File: src/design/im2col_pkg.sv
`timescale 1ns / 1ps
`default_nettype none

package im2col_pkg;

   // Largest sizes the block handles; register values above them are clamped.
   localparam int MAX_DIM    = 4096;
   localparam int MAX_KERNEL = 32;
   localparam int MAX_BATCH  = 256;
   localparam int MAX_STRIDE = 255;

   localparam int CSR_INDEX_W = 3;
   localparam int CSR_DATA_W  = 13;
   localparam int SOURCE_W    = 44;
   localparam int COLUMN_W    = 54;

   // Register indexes on the configuration port.
   localparam logic [CSR_INDEX_W-1:0] REG_BATCH_COUNT   = 3'd0;
   localparam logic [CSR_INDEX_W-1:0] REG_IMAGE_HEIGHT  = 3'd1;
   localparam logic [CSR_INDEX_W-1:0] REG_IMAGE_WIDTH   = 3'd2;
   localparam logic [CSR_INDEX_W-1:0] REG_CHANNEL_COUNT = 3'd3;
   localparam logic [CSR_INDEX_W-1:0] REG_KERNEL_HEIGHT = 3'd4;
   localparam logic [CSR_INDEX_W-1:0] REG_KERNEL_WIDTH  = 3'd5;
   localparam logic [CSR_INDEX_W-1:0] REG_WINDOW_STRIDE = 3'd6;

   // The output-size division runs one quotient bit per cycle.
   localparam int DIV_STEPS = 12;

   localparam logic AXIS_HEIGHT = 1'b0;
   localparam logic AXIS_WIDTH  = 1'b1;

   // Configuration after clamping, together with the shape check.
   typedef struct packed {
      logic [8:0]  batch_count;
      logic [12:0] image_height;
      logic [12:0] image_width;
      logic [12:0] channel_count;
      logic [5:0]  kernel_height;
      logic [5:0]  kernel_width;
      logic [7:0]  window_stride;
      logic        shape_error;
   } cfg_type;

   typedef struct packed {
      logic div_start;
      logic div_axis;
      logic clear_dirty;
      logic accept;
      logic load;
   } ctrl_cmd_type;

   typedef struct packed {
      logic div_done;
      logic out_free;
   } dp_status_type;

endpackage

`default_nettype wire

File: src/design/im2col_csr.sv
`timescale 1ns / 1ps
`default_nettype none

module im2col_csr (
   input  wire logic                               clock,
   input  wire logic                               reset,
   input  wire logic                               csr_write_enable,
   input  wire logic [im2col_pkg::CSR_INDEX_W-1:0] csr_index,
   input  wire logic [im2col_pkg::CSR_DATA_W-1:0]  csr_write_data,
   input  wire logic                               clear_dirty,
   output im2col_pkg::cfg_type                     cfg,
   output logic                                    cfg_dirty
);
   import im2col_pkg::*;

   logic [8:0]  batch_count_ff,   batch_count_in;
   logic [12:0] image_height_ff,  image_height_in;
   logic [12:0] image_width_ff,   image_width_in;
   logic [12:0] channel_count_ff, channel_count_in;
   logic [5:0]  kernel_height_ff, kernel_height_in;
   logic [5:0]  kernel_width_ff,  kernel_width_in;
   logic [7:0]  window_stride_ff, window_stride_in;
   logic        dirty_ff,         dirty_in;

   always_comb begin
      batch_count_in   = batch_count_ff;
      image_height_in  = image_height_ff;
      image_width_in   = image_width_ff;
      channel_count_in = channel_count_ff;
      kernel_height_in = kernel_height_ff;
      kernel_width_in  = kernel_width_ff;
      window_stride_in = window_stride_ff;
      if (csr_write_enable) begin
         unique case (csr_index)
            REG_BATCH_COUNT:   batch_count_in   = csr_write_data[8:0];
            REG_IMAGE_HEIGHT:  image_height_in  = csr_write_data[12:0];
            REG_IMAGE_WIDTH:   image_width_in   = csr_write_data[12:0];
            REG_CHANNEL_COUNT: channel_count_in = csr_write_data[12:0];
            REG_KERNEL_HEIGHT: kernel_height_in = csr_write_data[5:0];
            REG_KERNEL_WIDTH:  kernel_width_in  = csr_write_data[5:0];
            REG_WINDOW_STRIDE: window_stride_in = csr_write_data[7:0];
            default: ;
         endcase
      end
      // A write that lands together with the clear wins, so it is never missed.
      if (csr_write_enable) begin
         dirty_in = 1'b1;
      end else if (clear_dirty) begin
         dirty_in = 1'b0;
      end else begin
         dirty_in = dirty_ff;
      end
   end

   always_ff @(posedge clock) begin
      if (reset) begin
         batch_count_ff   <= 9'd1;
         image_height_ff  <= 13'd1;
         image_width_ff   <= 13'd1;
         channel_count_ff <= 13'd1;
         kernel_height_ff <= 6'd1;
         kernel_width_ff  <= 6'd1;
         window_stride_ff <= 8'd1;
         dirty_ff         <= 1'b1;
      end else begin
         batch_count_ff   <= batch_count_in;
         image_height_ff  <= image_height_in;
         image_width_ff   <= image_width_in;
         channel_count_ff <= channel_count_in;
         kernel_height_ff <= kernel_height_in;
         kernel_width_ff  <= kernel_width_in;
         window_stride_ff <= window_stride_in;
         dirty_ff         <= dirty_in;
      end
   end

   // Zero reads as one, and anything above the supported maximum as the maximum.
   always_comb begin
      if (batch_count_ff == '0) begin
         cfg.batch_count = 9'd1;
      end else if (batch_count_ff > 9'(MAX_BATCH)) begin
         cfg.batch_count = 9'(MAX_BATCH);
      end else begin
         cfg.batch_count = batch_count_ff;
      end

      if (image_height_ff == '0) begin
         cfg.image_height = 13'd1;
      end else if (image_height_ff > 13'(MAX_DIM)) begin
         cfg.image_height = 13'(MAX_DIM);
      end else begin
         cfg.image_height = image_height_ff;
      end

      if (image_width_ff == '0) begin
         cfg.image_width = 13'd1;
      end else if (image_width_ff > 13'(MAX_DIM)) begin
         cfg.image_width = 13'(MAX_DIM);
      end else begin
         cfg.image_width = image_width_ff;
      end

      if (channel_count_ff == '0) begin
         cfg.channel_count = 13'd1;
      end else if (channel_count_ff > 13'(MAX_DIM)) begin
         cfg.channel_count = 13'(MAX_DIM);
      end else begin
         cfg.channel_count = channel_count_ff;
      end

      if (kernel_height_ff == '0) begin
         cfg.kernel_height = 6'd1;
      end else if (kernel_height_ff > 6'(MAX_KERNEL)) begin
         cfg.kernel_height = 6'(MAX_KERNEL);
      end else begin
         cfg.kernel_height = kernel_height_ff;
      end

      if (kernel_width_ff == '0) begin
         cfg.kernel_width = 6'd1;
      end else if (kernel_width_ff > 6'(MAX_KERNEL)) begin
         cfg.kernel_width = 6'(MAX_KERNEL);
      end else begin
         cfg.kernel_width = kernel_width_ff;
      end

      if (window_stride_ff == '0) begin
         cfg.window_stride = 8'd1;
      end else if (window_stride_ff > 8'(MAX_STRIDE)) begin
         cfg.window_stride = 8'(MAX_STRIDE);
      end else begin
         cfg.window_stride = window_stride_ff;
      end

      cfg.shape_error = ({7'd0, cfg.kernel_height} > cfg.image_height)
                        || ({7'd0, cfg.kernel_width} > cfg.image_width);
   end

   assign cfg_dirty = dirty_ff;

endmodule

`default_nettype wire

File: src/design/im2col_divider.sv
`timescale 1ns / 1ps
`default_nettype none

module im2col_divider (
   input  wire logic        clock,
   input  wire logic        reset,
   input  wire logic        start,
   input  wire logic [11:0] dividend,
   input  wire logic [7:0]  divisor,
   output logic [11:0]      quotient,
   output logic             done
);
   import im2col_pkg::*;

   localparam int STEP_W = $clog2(DIV_STEPS);

   logic              busy_ff,    busy_in;
   logic              done_ff,    done_in;
   logic [STEP_W-1:0] step_ff,    step_in;
   logic [7:0]        rem_ff,     rem_in;
   logic [11:0]       quo_ff,     quo_in;
   logic [7:0]        divisor_ff, divisor_in;
   logic [8:0]        trial;
   logic [8:0]        trial_diff;
   logic              fits;

   // Restoring division: the dividend shifts out at the top of quo_ff while
   // quotient bits shift in at the bottom.
   assign trial      = {rem_ff, quo_ff[11]};
   assign trial_diff = trial - {1'b0, divisor_ff};
   assign fits       = trial >= {1'b0, divisor_ff};

   always_comb begin
      busy_in    = busy_ff;
      done_in    = 1'b0;
      step_in    = step_ff;
      rem_in     = rem_ff;
      quo_in     = quo_ff;
      divisor_in = divisor_ff;
      if (start) begin
         busy_in    = 1'b1;
         step_in    = '0;
         rem_in     = '0;
         quo_in     = dividend;
         divisor_in = divisor;
      end else if (busy_ff) begin
         rem_in  = fits ? trial_diff[7:0] : trial[7:0];
         quo_in  = {quo_ff[10:0], fits};
         step_in = step_ff + 1'b1;
         if (step_ff == STEP_W'(DIV_STEPS - 1)) begin
            busy_in = 1'b0;
            done_in = 1'b1;
         end
      end
   end

   always_ff @(posedge clock) begin
      if (reset) begin
         busy_ff <= 1'b0;
         done_ff <= 1'b0;
      end else begin
         busy_ff <= busy_in;
         done_ff <= done_in;
      end
   end

   always_ff @(posedge clock) begin
      step_ff    <= step_in;
      rem_ff     <= rem_in;
      quo_ff     <= quo_in;
      divisor_ff <= divisor_in;
   end

   assign quotient = quo_ff;
   assign done     = done_ff;

   assert property (@(posedge clock) disable iff (reset) start |-> !busy_ff)
      else $error("divider started while a division is still running");

endmodule

`default_nettype wire

File: src/design/im2col_datapath.sv
`timescale 1ns / 1ps
`default_nettype none

module im2col_datapath (
   input  wire logic                            clock,
   input  wire logic                            reset,
   input  wire im2col_pkg::cfg_type             cfg,
   input  wire im2col_pkg::ctrl_cmd_type        cmd,
   input  wire logic                            req_restart,
   output im2col_pkg::dp_status_type            status,
   input  wire logic                            rsp_ready,
   output logic                                 rsp_valid,
   output logic [im2col_pkg::SOURCE_W-1:0]      rsp_source_index,
   output logic [im2col_pkg::COLUMN_W-1:0]      rsp_column_index,
   output logic                                 rsp_last,
   output logic                                 rsp_shape_error
);
   import im2col_pkg::*;

   // Walk position.
   logic [7:0]          batch_position_ff,   batch_position_in;
   logic [11:0]         window_row_ff,       window_row_in;
   logic [11:0]         window_column_ff,    window_column_in;
   logic [11:0]         channel_position_ff, channel_position_in;
   logic [4:0]          tap_row_ff,          tap_row_in;
   logic [4:0]          tap_column_ff,       tap_column_in;
   logic [COLUMN_W-1:0] column_counter_ff,   column_counter_in;

   // Output sizes and the division that produces them.
   logic [12:0] out_height_ff, out_height_in;
   logic [12:0] out_width_ff,  out_width_in;
   logic        div_axis_ff,   div_axis_in;
   logic [12:0] height_span;
   logic [12:0] width_span;
   logic [11:0] div_dividend;
   logic [11:0] div_quotient;
   logic        div_done;

   // Address arithmetic, at most one multiplication in series per stage.
   logic [19:0] row_scaled;
   logic [19:0] column_scaled;
   logic [19:0] tap_y_ff,      tap_y_in;
   logic [19:0] tap_x_ff,      tap_x_in;
   logic [20:0] batch_base_ff, batch_base_in;
   logic [21:0] image_row_ff,  image_row_in;
   logic [34:0] row_scan;
   logic [35:0] pixel_ff,      pixel_in;
   logic [48:0] pixel_scan;
   logic [SOURCE_W-1:0] source_index;

   // Carry chain of the nested counters.
   logic [5:0]  tap_column_next;
   logic [5:0]  tap_row_next;
   logic [12:0] channel_next;
   logic [12:0] window_column_next;
   logic [12:0] window_row_next;
   logic [8:0]  batch_next;
   logic        tap_column_end;
   logic        tap_row_end;
   logic        channel_end;
   logic        window_column_end;
   logic        window_row_end;
   logic        batch_end;
   logic        carry_tap_row;
   logic        carry_channel;
   logic        carry_window_column;
   logic        carry_window_row;
   logic        carry_batch;
   logic        wrap_all;
   logic        advance;

   logic                rsp_valid_ff,        rsp_valid_in;
   logic [SOURCE_W-1:0] rsp_source_index_ff, rsp_source_index_in;
   logic [COLUMN_W-1:0] rsp_column_index_ff, rsp_column_index_in;
   logic                rsp_last_ff,         rsp_last_in;
   logic                rsp_shape_error_ff,  rsp_shape_error_in;

   // ---------------------------------------------------------------- sizes
   assign height_span = (cfg.image_height >= {7'd0, cfg.kernel_height})
                        ? cfg.image_height - {7'd0, cfg.kernel_height} : '0;
   assign width_span  = (cfg.image_width >= {7'd0, cfg.kernel_width})
                        ? cfg.image_width - {7'd0, cfg.kernel_width} : '0;
   assign div_dividend = (cmd.div_axis == AXIS_WIDTH) ? width_span[11:0]
                                                      : height_span[11:0];

   im2col_divider u_divider (
      .clock    (clock),
      .reset    (reset),
      .start    (cmd.div_start),
      .dividend (div_dividend),
      .divisor  (cfg.window_stride),
      .quotient (div_quotient),
      .done     (div_done)
   );

   always_comb begin
      div_axis_in   = cmd.div_start ? cmd.div_axis : div_axis_ff;
      out_height_in = out_height_ff;
      out_width_in  = out_width_ff;
      if (div_done) begin
         if (div_axis_ff == AXIS_WIDTH) begin
            out_width_in = {1'b0, div_quotient} + 13'd1;
         end else begin
            out_height_in = {1'b0, div_quotient} + 13'd1;
         end
      end
   end

   // ------------------------------------------------------ address stages
   assign row_scaled    = {8'd0, window_row_ff} * {12'd0, cfg.window_stride};
   assign column_scaled = {8'd0, window_column_ff} * {12'd0, cfg.window_stride};
   assign tap_y_in      = row_scaled + {15'd0, tap_row_ff};
   assign tap_x_in      = column_scaled + {15'd0, tap_column_ff};
   assign batch_base_in = {13'd0, batch_position_ff} * {8'd0, cfg.image_height};
   assign image_row_in  = {1'b0, batch_base_ff} + {2'd0, tap_y_ff};
   assign row_scan      = {13'd0, image_row_ff} * {22'd0, cfg.image_width};
   assign pixel_in      = {1'b0, row_scan} + {16'd0, tap_x_ff};
   assign pixel_scan    = {13'd0, pixel_ff} * {36'd0, cfg.channel_count};
   assign source_index  = pixel_scan[SOURCE_W-1:0]
                          + {{(SOURCE_W-12){1'b0}}, channel_position_ff};

   // ------------------------------------------------------------ counters
   assign tap_column_next    = {1'b0, tap_column_ff} + 6'd1;
   assign tap_row_next       = {1'b0, tap_row_ff} + 6'd1;
   assign channel_next       = {1'b0, channel_position_ff} + 13'd1;
   assign window_column_next = {1'b0, window_column_ff} + 13'd1;
   assign window_row_next    = {1'b0, window_row_ff} + 13'd1;
   assign batch_next         = {1'b0, batch_position_ff} + 9'd1;

   // A counter whose next value reaches or passes its bound counts as finished.
   assign tap_column_end    = tap_column_next >= cfg.kernel_width;
   assign tap_row_end       = tap_row_next >= cfg.kernel_height;
   assign channel_end       = channel_next >= cfg.channel_count;
   assign window_column_end = window_column_next >= out_width_ff;
   assign window_row_end    = window_row_next >= out_height_ff;
   assign batch_end         = batch_next >= cfg.batch_count;

   assign carry_tap_row       = tap_column_end;
   assign carry_channel       = carry_tap_row && tap_row_end;
   assign carry_window_column = carry_channel && channel_end;
   assign carry_window_row    = carry_window_column && window_column_end;
   assign carry_batch         = carry_window_row && window_row_end;
   assign wrap_all            = carry_batch && batch_end;

   assign advance = cmd.load && !cfg.shape_error;

   always_comb begin
      batch_position_in   = batch_position_ff;
      window_row_in       = window_row_ff;
      window_column_in    = window_column_ff;
      channel_position_in = channel_position_ff;
      tap_row_in          = tap_row_ff;
      tap_column_in       = tap_column_ff;
      column_counter_in   = column_counter_ff;
      if (cmd.accept && req_restart) begin
         batch_position_in   = '0;
         window_row_in       = '0;
         window_column_in    = '0;
         channel_position_in = '0;
         tap_row_in          = '0;
         tap_column_in       = '0;
         column_counter_in   = '0;
      end else if (advance) begin
         tap_column_in = tap_column_end ? '0 : tap_column_next[4:0];
         if (carry_tap_row) begin
            tap_row_in = tap_row_end ? '0 : tap_row_next[4:0];
         end
         if (carry_channel) begin
            channel_position_in = channel_end ? '0 : channel_next[11:0];
         end
         if (carry_window_column) begin
            window_column_in = window_column_end ? '0 : window_column_next[11:0];
         end
         if (carry_window_row) begin
            window_row_in = window_row_end ? '0 : window_row_next[11:0];
         end
         if (carry_batch) begin
            batch_position_in = batch_end ? '0 : batch_next[7:0];
         end
         column_counter_in = wrap_all ? '0 : column_counter_ff + 1'b1;
      end
   end

   // -------------------------------------------------------- result beat
   always_comb begin
      rsp_source_index_in = rsp_source_index_ff;
      rsp_column_index_in = rsp_column_index_ff;
      rsp_last_in         = rsp_last_ff;
      rsp_shape_error_in  = rsp_shape_error_ff;
      if (cmd.load) begin
         rsp_shape_error_in = cfg.shape_error;
         if (cfg.shape_error) begin
            rsp_source_index_in = '0;
            rsp_column_index_in = '0;
            rsp_last_in         = 1'b0;
         end else begin
            rsp_source_index_in = source_index;
            rsp_column_index_in = column_counter_ff;
            rsp_last_in         = wrap_all;
         end
      end
      if (cmd.load) begin
         rsp_valid_in = 1'b1;
      end else if (rsp_ready) begin
         rsp_valid_in = 1'b0;
      end else begin
         rsp_valid_in = rsp_valid_ff;
      end
   end

   always_ff @(posedge clock) begin
      if (reset) begin
         batch_position_ff   <= '0;
         window_row_ff       <= '0;
         window_column_ff    <= '0;
         channel_position_ff <= '0;
         tap_row_ff          <= '0;
         tap_column_ff       <= '0;
         column_counter_ff   <= '0;
         rsp_valid_ff        <= 1'b0;
      end else begin
         batch_position_ff   <= batch_position_in;
         window_row_ff       <= window_row_in;
         window_column_ff    <= window_column_in;
         channel_position_ff <= channel_position_in;
         tap_row_ff          <= tap_row_in;
         tap_column_ff       <= tap_column_in;
         column_counter_ff   <= column_counter_in;
         rsp_valid_ff        <= rsp_valid_in;
      end
   end

   always_ff @(posedge clock) begin
      div_axis_ff         <= div_axis_in;
      out_height_ff       <= out_height_in;
      out_width_ff        <= out_width_in;
      tap_y_ff            <= tap_y_in;
      tap_x_ff            <= tap_x_in;
      batch_base_ff       <= batch_base_in;
      image_row_ff        <= image_row_in;
      pixel_ff            <= pixel_in;
      rsp_source_index_ff <= rsp_source_index_in;
      rsp_column_index_ff <= rsp_column_index_in;
      rsp_last_ff         <= rsp_last_in;
      rsp_shape_error_ff  <= rsp_shape_error_in;
   end

   assign status.div_done = div_done;
   assign status.out_free = !rsp_valid_ff || rsp_ready;

   assign rsp_valid        = rsp_valid_ff;
   assign rsp_source_index = rsp_source_index_ff;
   assign rsp_column_index = rsp_column_index_ff;
   assign rsp_last         = rsp_last_ff;
   assign rsp_shape_error  = rsp_shape_error_ff;

   assert property (@(posedge clock) disable iff (reset)
      cmd.load |-> (!rsp_valid_ff || rsp_ready))
      else $error("result loaded over a beat that has not been taken");

   assert property (@(posedge clock) disable iff (reset)
      (!cmd.load && !cmd.accept) |=> $stable(column_counter_ff) && $stable(tap_column_ff))
      else $error("walk position moved without an accepted or finished item");

   assert property (@(posedge clock) disable iff (reset)
      (rsp_valid_ff && rsp_shape_error_ff)
      |-> (rsp_source_index_ff == '0 && rsp_column_index_ff == '0 && !rsp_last_ff))
      else $error("shape error beat carries non-zero indices");

endmodule

`default_nettype wire

File: src/design/im2col_ctrl.sv
`timescale 1ns / 1ps
`default_nettype none

module im2col_ctrl (
   input  wire logic                       clock,
   input  wire logic                       reset,
   input  wire logic                       req_valid,
   output logic                            req_ready,
   input  wire logic                       cfg_dirty,
   input  wire im2col_pkg::dp_status_type  status,
   output im2col_pkg::ctrl_cmd_type        cmd
);
   import im2col_pkg::*;

   localparam logic [2:0] ST_IDLE   = 3'd0;
   localparam logic [2:0] ST_DIV_H  = 3'd1;
   localparam logic [2:0] ST_DIV_W  = 3'd2;
   localparam logic [2:0] ST_CALC1  = 3'd3;
   localparam logic [2:0] ST_CALC2  = 3'd4;
   localparam logic [2:0] ST_CALC3  = 3'd5;
   localparam logic [2:0] ST_FINISH = 3'd6;

   logic [2:0] state_ff, state_in;

   always_comb begin
      state_in  = state_ff;
      cmd       = '0;
      req_ready = 1'b0;
      unique case (state_ff)
         ST_IDLE: begin
            if (cfg_dirty) begin
               cmd.div_start   = 1'b1;
               cmd.div_axis    = AXIS_HEIGHT;
               cmd.clear_dirty = 1'b1;
               state_in        = ST_DIV_H;
            end else begin
               req_ready = 1'b1;
               if (req_valid) begin
                  cmd.accept = 1'b1;
                  state_in   = ST_CALC1;
               end
            end
         end
         ST_DIV_H: begin
            if (status.div_done) begin
               cmd.div_start = 1'b1;
               cmd.div_axis  = AXIS_WIDTH;
               state_in      = ST_DIV_W;
            end
         end
         ST_DIV_W: begin
            if (status.div_done) begin
               state_in = ST_IDLE;
            end
         end
         ST_CALC1: state_in = ST_CALC2;
         ST_CALC2: state_in = ST_CALC3;
         ST_CALC3: state_in = ST_FINISH;
         ST_FINISH: begin
            if (status.out_free) begin
               cmd.load = 1'b1;
               state_in = ST_IDLE;
            end
         end
         default: state_in = ST_IDLE;
      endcase
   end

   always_ff @(posedge clock) begin
      if (reset) begin
         state_ff <= ST_IDLE;
      end else begin
         state_ff <= state_in;
      end
   end

   assert property (@(posedge clock) disable iff (reset)
      cmd.accept |=> ##2 (state_ff == ST_CALC3))
      else $error("accepted item did not reach the last address stage in time");

   assert property (@(posedge clock) disable iff (reset)
      (state_ff == ST_FINISH && !status.out_free) |=> (state_ff == ST_FINISH))
      else $error("finished item dropped while the result register was full");

endmodule

`default_nettype wire

File: src/design/im2col_address_generator.sv
`timescale 1ns / 1ps
`default_nettype none

// im2col address generator for NHWC images without padding. Each accepted
// request beat yields one response beat holding the flat source index to read
// and the column-buffer index to write; the walk runs over batch, output row,
// output column, channel, kernel row and kernel column, the last of these
// innermost, and wraps to the start after the final element (flagged by
// rsp_last). A request with req_restart set returns to element zero first.
// If a kernel dimension exceeds the image, the response carries
// rsp_shape_error with zero indices and the walk does not move. Register
// values of zero read as one, and sizes above the supported maxima are
// clamped. After a request beat is accepted, it passes through the address
// chain before its response is loaded: the window scaling and batch offset
// products side by side, the image row sum, the row times the image width,
// and the pixel times the channel count. Each stage holds at most one
// multiplication in series, and a new request beat is accepted only after
// the previous one has been loaded. A finished response waits in an output
// register, so the next request is accepted while the previous response is
// still pending; if that response has still not been taken when the next
// one is finished, the sequencer holds in its last stage and req_ready
// stays low. After reset, and after any configuration write, the output
// sizes are recomputed by a one-bit-per-cycle divider, once per axis, and
// req_ready stays low during this recomputation.
// Configuration writes take effect at once and should only be made while no
// request is in progress.
module im2col_address_generator (
   input  wire logic                               clock,
   input  wire logic                               reset,

   input  wire logic                               req_valid,
   output logic                                    req_ready,
   input  wire logic                               req_restart,

   output logic                                    rsp_valid,
   input  wire logic                               rsp_ready,
   output logic [im2col_pkg::SOURCE_W-1:0]         rsp_source_index,
   output logic [im2col_pkg::COLUMN_W-1:0]         rsp_column_index,
   output logic                                    rsp_last,
   output logic                                    rsp_shape_error,

   input  wire logic                               csr_write_enable,
   input  wire logic [im2col_pkg::CSR_INDEX_W-1:0] csr_index,
   input  wire logic [im2col_pkg::CSR_DATA_W-1:0]  csr_write_data
);
   import im2col_pkg::*;

   cfg_type       cfg;
   logic          cfg_dirty;
   ctrl_cmd_type  cmd;
   dp_status_type status;

   // Register file, clamping and the shape check.
   im2col_csr u_csr (
      .clock            (clock),
      .reset            (reset),
      .csr_write_enable (csr_write_enable),
      .csr_index        (csr_index),
      .csr_write_data   (csr_write_data),
      .clear_dirty      (cmd.clear_dirty),
      .cfg              (cfg),
      .cfg_dirty        (cfg_dirty)
   );

   // Sequencer: size recomputation, then one request beat at a time.
   im2col_ctrl u_ctrl (
      .clock     (clock),
      .reset     (reset),
      .req_valid (req_valid),
      .req_ready (req_ready),
      .cfg_dirty (cfg_dirty),
      .status    (status),
      .cmd       (cmd)
   );

   // Walk counters, address arithmetic and the response register.
   im2col_datapath u_datapath (
      .clock            (clock),
      .reset            (reset),
      .cfg              (cfg),
      .cmd              (cmd),
      .req_restart      (req_restart),
      .status           (status),
      .rsp_ready        (rsp_ready),
      .rsp_valid        (rsp_valid),
      .rsp_source_index (rsp_source_index),
      .rsp_column_index (rsp_column_index),
      .rsp_last         (rsp_last),
      .rsp_shape_error  (rsp_shape_error)
   );

endmodule

`default_nettype wire
File: config.mk
export PLATFORM = sky130hd
export DESIGN_NAME = im2col_address_generator
export DESIGN_NICKNAME = d
export VERILOG_FILES = /design/src/design/im2col_pkg.sv /design/src/design/im2col_csr.sv /design/src/design/im2col_divider.sv /design/src/design/im2col_datapath.sv /design/src/design/im2col_ctrl.sv /design/src/design/im2col_address_generator.sv
export SDC_FILE = /design/constraint.sdc
export NUM_CORES = 2
export LEC_CHECK = 0
export ABC_CLOCK_PERIOD_IN_PS = 20100
export BUFFER_PORTS_ARGS = -buffer_cell sky130_fd_sc_hd__buf_2
export CORE_ASPECT_RATIO = 1.5
export CORE_MARGIN = 2
export CORE_UTILIZATION = 30
export CTS_CLUSTER_SIZE = 12
export DETAILED_ROUTE_END_ITERATION = 10
export GPL_TIMING_DRIVEN = 0
export PLACE_DENSITY = 0.55
export SLEW_MARGIN = 20
export SYNTH_ARGS = -nofsm -noshare
export SYNTH_HDL_FRONTEND = slang
export SYNTH_SLANG_ARGS = --single-unit
File: constraint.sdc
create_clock -name clock -period 20.1 [get_ports clock]
set_input_delay 3.015 -clock clock [delete_from_list [all_inputs] [get_ports clock]]
set_output_delay 3.015 -clock clock [all_outputs]
set_load 0.02 [all_outputs]
==> impl_metrics.py <==
metrics = {
    "status": {
        "status": "finished clean",
    },
    "cells_and_area": {
        "area_growth_pct": 9.90,
        "multiInputGateArea_um2": 38300,
        "final_cell_area_um2": 58900,
        "utilization_pct": 33.1,
        "ff_latch_area_um2": 10700,
        "drive_gt1_share_pct": 4.25,
        "fin_nets": 7365,
        "nFillCells": 18400,
    },
    "floorplanning": {
        "core.rowCount": 190,
        "fp.dieH_um": 522,
        "initial_core_util_pct": 30.1,
        "dieArea_um2": 182000,
        "coreArea_um2": 178000,
        "die_x_um": 349,
        "top_level_ports": 124,
    },
    "timing": {
        "slew_violations": 0,
        "fmax_mhz": 107,
        "finalSetupViolCount": 0,
        "hold_violations": 0,
        "maxSlewHeadroom_pct": 27.1,
        "tightest_slew_ns": 1.09,
        "layout_setup_ws_ns": 10.79,
        "finalCritPeriodShare_pct": 46.3,
        "finalSetupTns_ns": 0,
        "fin_crit_ns": 9.31,
        "grt_setup_unrepaired": "false",
        "fin_worst_skew_ns": 0.0551,
    },
    "routing": {
        "drt-initial-drc-count": 2027,
        "routed_via_density": 4.79,
        "num_vias": 40300,
        "drt-pass1-iter-count": 6,
        "drc": 0,
        "detail-route-antenna-nets": 0,
        "wl_per_cell_um": 18.6,
        "wl_mm": 157,
    },
    "pwr": {
        "power_density_nw_per_um2": 41.3,
        "switching_share_pct": 29.8,
        "power.internal_mw": 1.71,
        "peakVddDrop_mv": 0.0559,
        "p_sw_uw": 725,
        "power_mw": 2.43,
        "combPwrFrac_pct": 15.9,
        "p_clk_share_pct": 41.0,
        "p_leak_nw": 27.7,
        "pwr-share-seq_pct": 43.1,
    },
    "clock_tree": {
        "cts_num_sinks": 461,
        "htreeDepth": 2,
        "cts_buffer_depth": 3,
        "post_cts_buffers": 0,
        "cts-root-buf": "clkbuf_16",
        "clock_latency_ns": 0.65,
        "numCtsBuffers": 53,
        "holdBufCountCts": 0,
        "clk_pin_slew_ns": 0.06,
        "cts_resized": 0,
        "tritoncts": "built",
    },
    "yosys": {
        "ys_ff_latch": 461,
        "synthArstFlopShare_pct": 0,
        "avgSynthCellArea_um2": 9.10,
        "synth_top_cell_area_share_pct": 30.3,
        "syn_nets": 7188,
        "synth_edf_count": 147,
        "netlist_instances": 5889,
        "ys_warn_count": 0,
        "yosysSeqAreaShare_pct": 20.0,
        "synth_ff_type": "dfxtp_1",
        "ys_types": 84,
        "synthTopCellsByArea": "fa_1 30%, dfxtp_1 12%, ha_1 11%",
        "synth_area_leader_cell": "fa_1",
        "synth_area_um2": 53600,
    },
    "critical_path": {
        "worstPathRequired_ns": 20.44,
        "path_max_fanout": 10,
        "cp-startpoint": "u_csr.channel_count_ff[12]$_SDFFE_PP0P_",
        "cp_data_arrival_time_ns": 9.65,
        "reg2reg_from": "u_csr.channel_count_ff[12]$_SDFFE_PP0P_",
        "startpoint_type": "flop",
        "cp-end-kind": "flop",
        "critPathKind": "flop to flop",
    },
    "placement": {
        "gp_congestion": 0.947,
        "place_ws_ns": 10.75,
        "dp_hpwl_mm": 131,
        "io_buffer_count": 121,
        "placed_area_um2": 57100,
    },
    "global_route": {
        "grt_max_degree": 68,
        "grt_pass1_vias": 43200,
        "antenna_found_initial": 6,
        "grt_usage_pct": 17.3,
        "grt-ovfl-total": 0,
        "grt_pass1_wl_mm": 245,
    },
    "worst_hold_path": {
        "hold_start": "u_csr.image_width_ff[3]$_SDFFE_PP0P_",
        "hp-class": "flop to flop",
    },
    "run": {
        "max_cap_violations": 0,
    },
}
-- registers in the layout, indices dropped and copies added, names as in the netlist, 9 cells and up --
register and count:
u_datapath.pixel_ff 36, u_datapath.u_divider.quotient 12, u_datapath.rsp_source_index 44, u_datapath.tap_y_ff 20
u_datapath.window_row_ff 12, u_datapath.channel_position_ff 12, u_datapath.out_height_ff 13, u_datapath.image_row_ff 22
u_datapath.window_column_ff 12, u_csr.batch_count_ff 9, u_csr.image_width_ff 13, u_datapath.rsp_column_index 54
u_datapath.out_width_ff 13, u_datapath.column_counter_ff 54, u_csr.channel_count_ff 13, u_datapath.batch_base_ff 21
u_csr.image_height_ff 13, u_datapath.tap_x_ff 20
-- power by group through the flow --
stage | Clock, mW | Combinational [mW] | Sequential [mW]
3_3_place_gp | 0 | 0.377 | 1.07
2_1_floorplan | 0 | 0.248 | 1.06
5_1_grt | 1.05 | 0.418 | 1.05
3_5_place_dp | 0 | 0.383 | 1.07
6_report | 0.998 | 0.386 | 1.05
4_1_cts | 1.03 | 0.385 | 1.05
-- cells by family (layout without fill, tap and decap cells) --
logic type      after synthesis  count (layout)  share of synthesized area [%]
fa+ha+maj                  1277            1277                           41.2
flops                       461             461                           20.0
simple gates               2043            2043                           18.2
other cells                   0               4                              0
mux                          22              22                          0.416
buf+inv                    1235            1457                           8.68
compound gates              567             567                           6.95
xor+xnor                    284             284                           4.64
-- placed cells by master, fill, tap and decap left out, drive strengths merged, types with 197 or more instances in the layout --
cell and instances:
inv 948, nand2 898, fa 811, ha 466
and2 404, clkbuf 347, dfxtp 314, nor2 285
xnor2 203, a21oi 197
-- final timing paths --
kind,to,slack (ns),cells past startpoint
worst max-delay path,u_datapath.rsp_source_index[42]$_SDFFCE_PP0P_,10.79,26
worst min-delay path,u_csr.image_width_ff[3]$_SDFFE_PP0P_,0.47,2
worst max register to register,u_datapath.rsp_source_index[42]$_SDFFCE_PP0P_,10.79,26
worst min register to register,u_csr.image_width_ff[3]$_SDFFE_PP0P_,0.47,2
-- stage by stage --
step | hold WS, ns | std cells
after floorplan | 0.420 | 5889
after global placement | 0.452 | 8314
after detailed placement | 0.458 | 8315
after CTS | 0.467 | 8415
after global routing | 0.490 | 8416
final | 0.467 | 8419
-- routing by layer --
metal	vias up	share of wire, %	track usage [%]
li1	18800	-	-
met1	20200	38	19.0
met2	981	52	32.3
met3	366	3.6	1.61
met4	2	6.9	10.1
met5	-	0.011	0
-- final cells by class --
cell class                      count  area share, %
Clock buffer                       75           2.50
Timing Repair Buffer              122           1.07
Antenna cell                        4         0.0170
Multi-Input combinational cell   4193           64.9
Inverter                          946           6.04
Clock inverter                     25          0.493
Sequential cell                   461           18.2
Tap cell                         2304           4.89
Buffer                            289           1.87
-- synth_stat cells, types with 7 or more instances --
cell type / number
ha_1: 466
fa_1: 811
o31ai_1: 8
a211oi_1: 21
a21oi_1: 195
inv_1: 944
a31oi_1: 11
a211o_1: 8
o22ai_1: 9
xnor2_1: 203
o221ai_1: 11
nor2b_1: 70
clkbuf_1: 272
nand4_1: 39
buf_2: 12
o21ai_0: 78
nor4_1: 22
nand2b_1: 34
nand3_1: 83
xor2_1: 81
o21ai_1: 13
a2111oi_0: 7
and2_1: 404
o21bai_1: 20
or3_1: 25
nand3b_1: 10
o21a_1: 35
nor3_1: 52
edfxtp_1: 147
a21o_1: 69
dfxtp_1: 314
a32o_1: 8
and3_1: 87
nor2_1: 284
a21boi_0: 7
nand2_1: 898
mux2i_1: 20
-- critical path, cell delays in order, from the launching register on --
cell and delay [ns]:
dfxtp_1 0.31, clkbuf_1 0.29, clkbuf_1 0.41, nor2b_1 0.19, clkbuf_1 0.80, clkbuf_1 0.47
nand2_1 0.16, fa_1 0.47, fa_1 0.49, fa_1 0.54, inv_1 0.05, fa_1 0.50
fa_1 0.54, inv_1 0.05, fa_1 0.53, inv_1 0.04, ha_1 0.38, nand2_1 0.07
nor2_1 0.12, o2111ai_1 0.33, a2111oi_2 0.81, o211ai_1 0.29, o31ai_2 0.44, a221oi_1 0.19
o21ai_1 0.19, xnor2_1 0.24, nor2_1 0.07
Power figures use the tool's default switching activity.
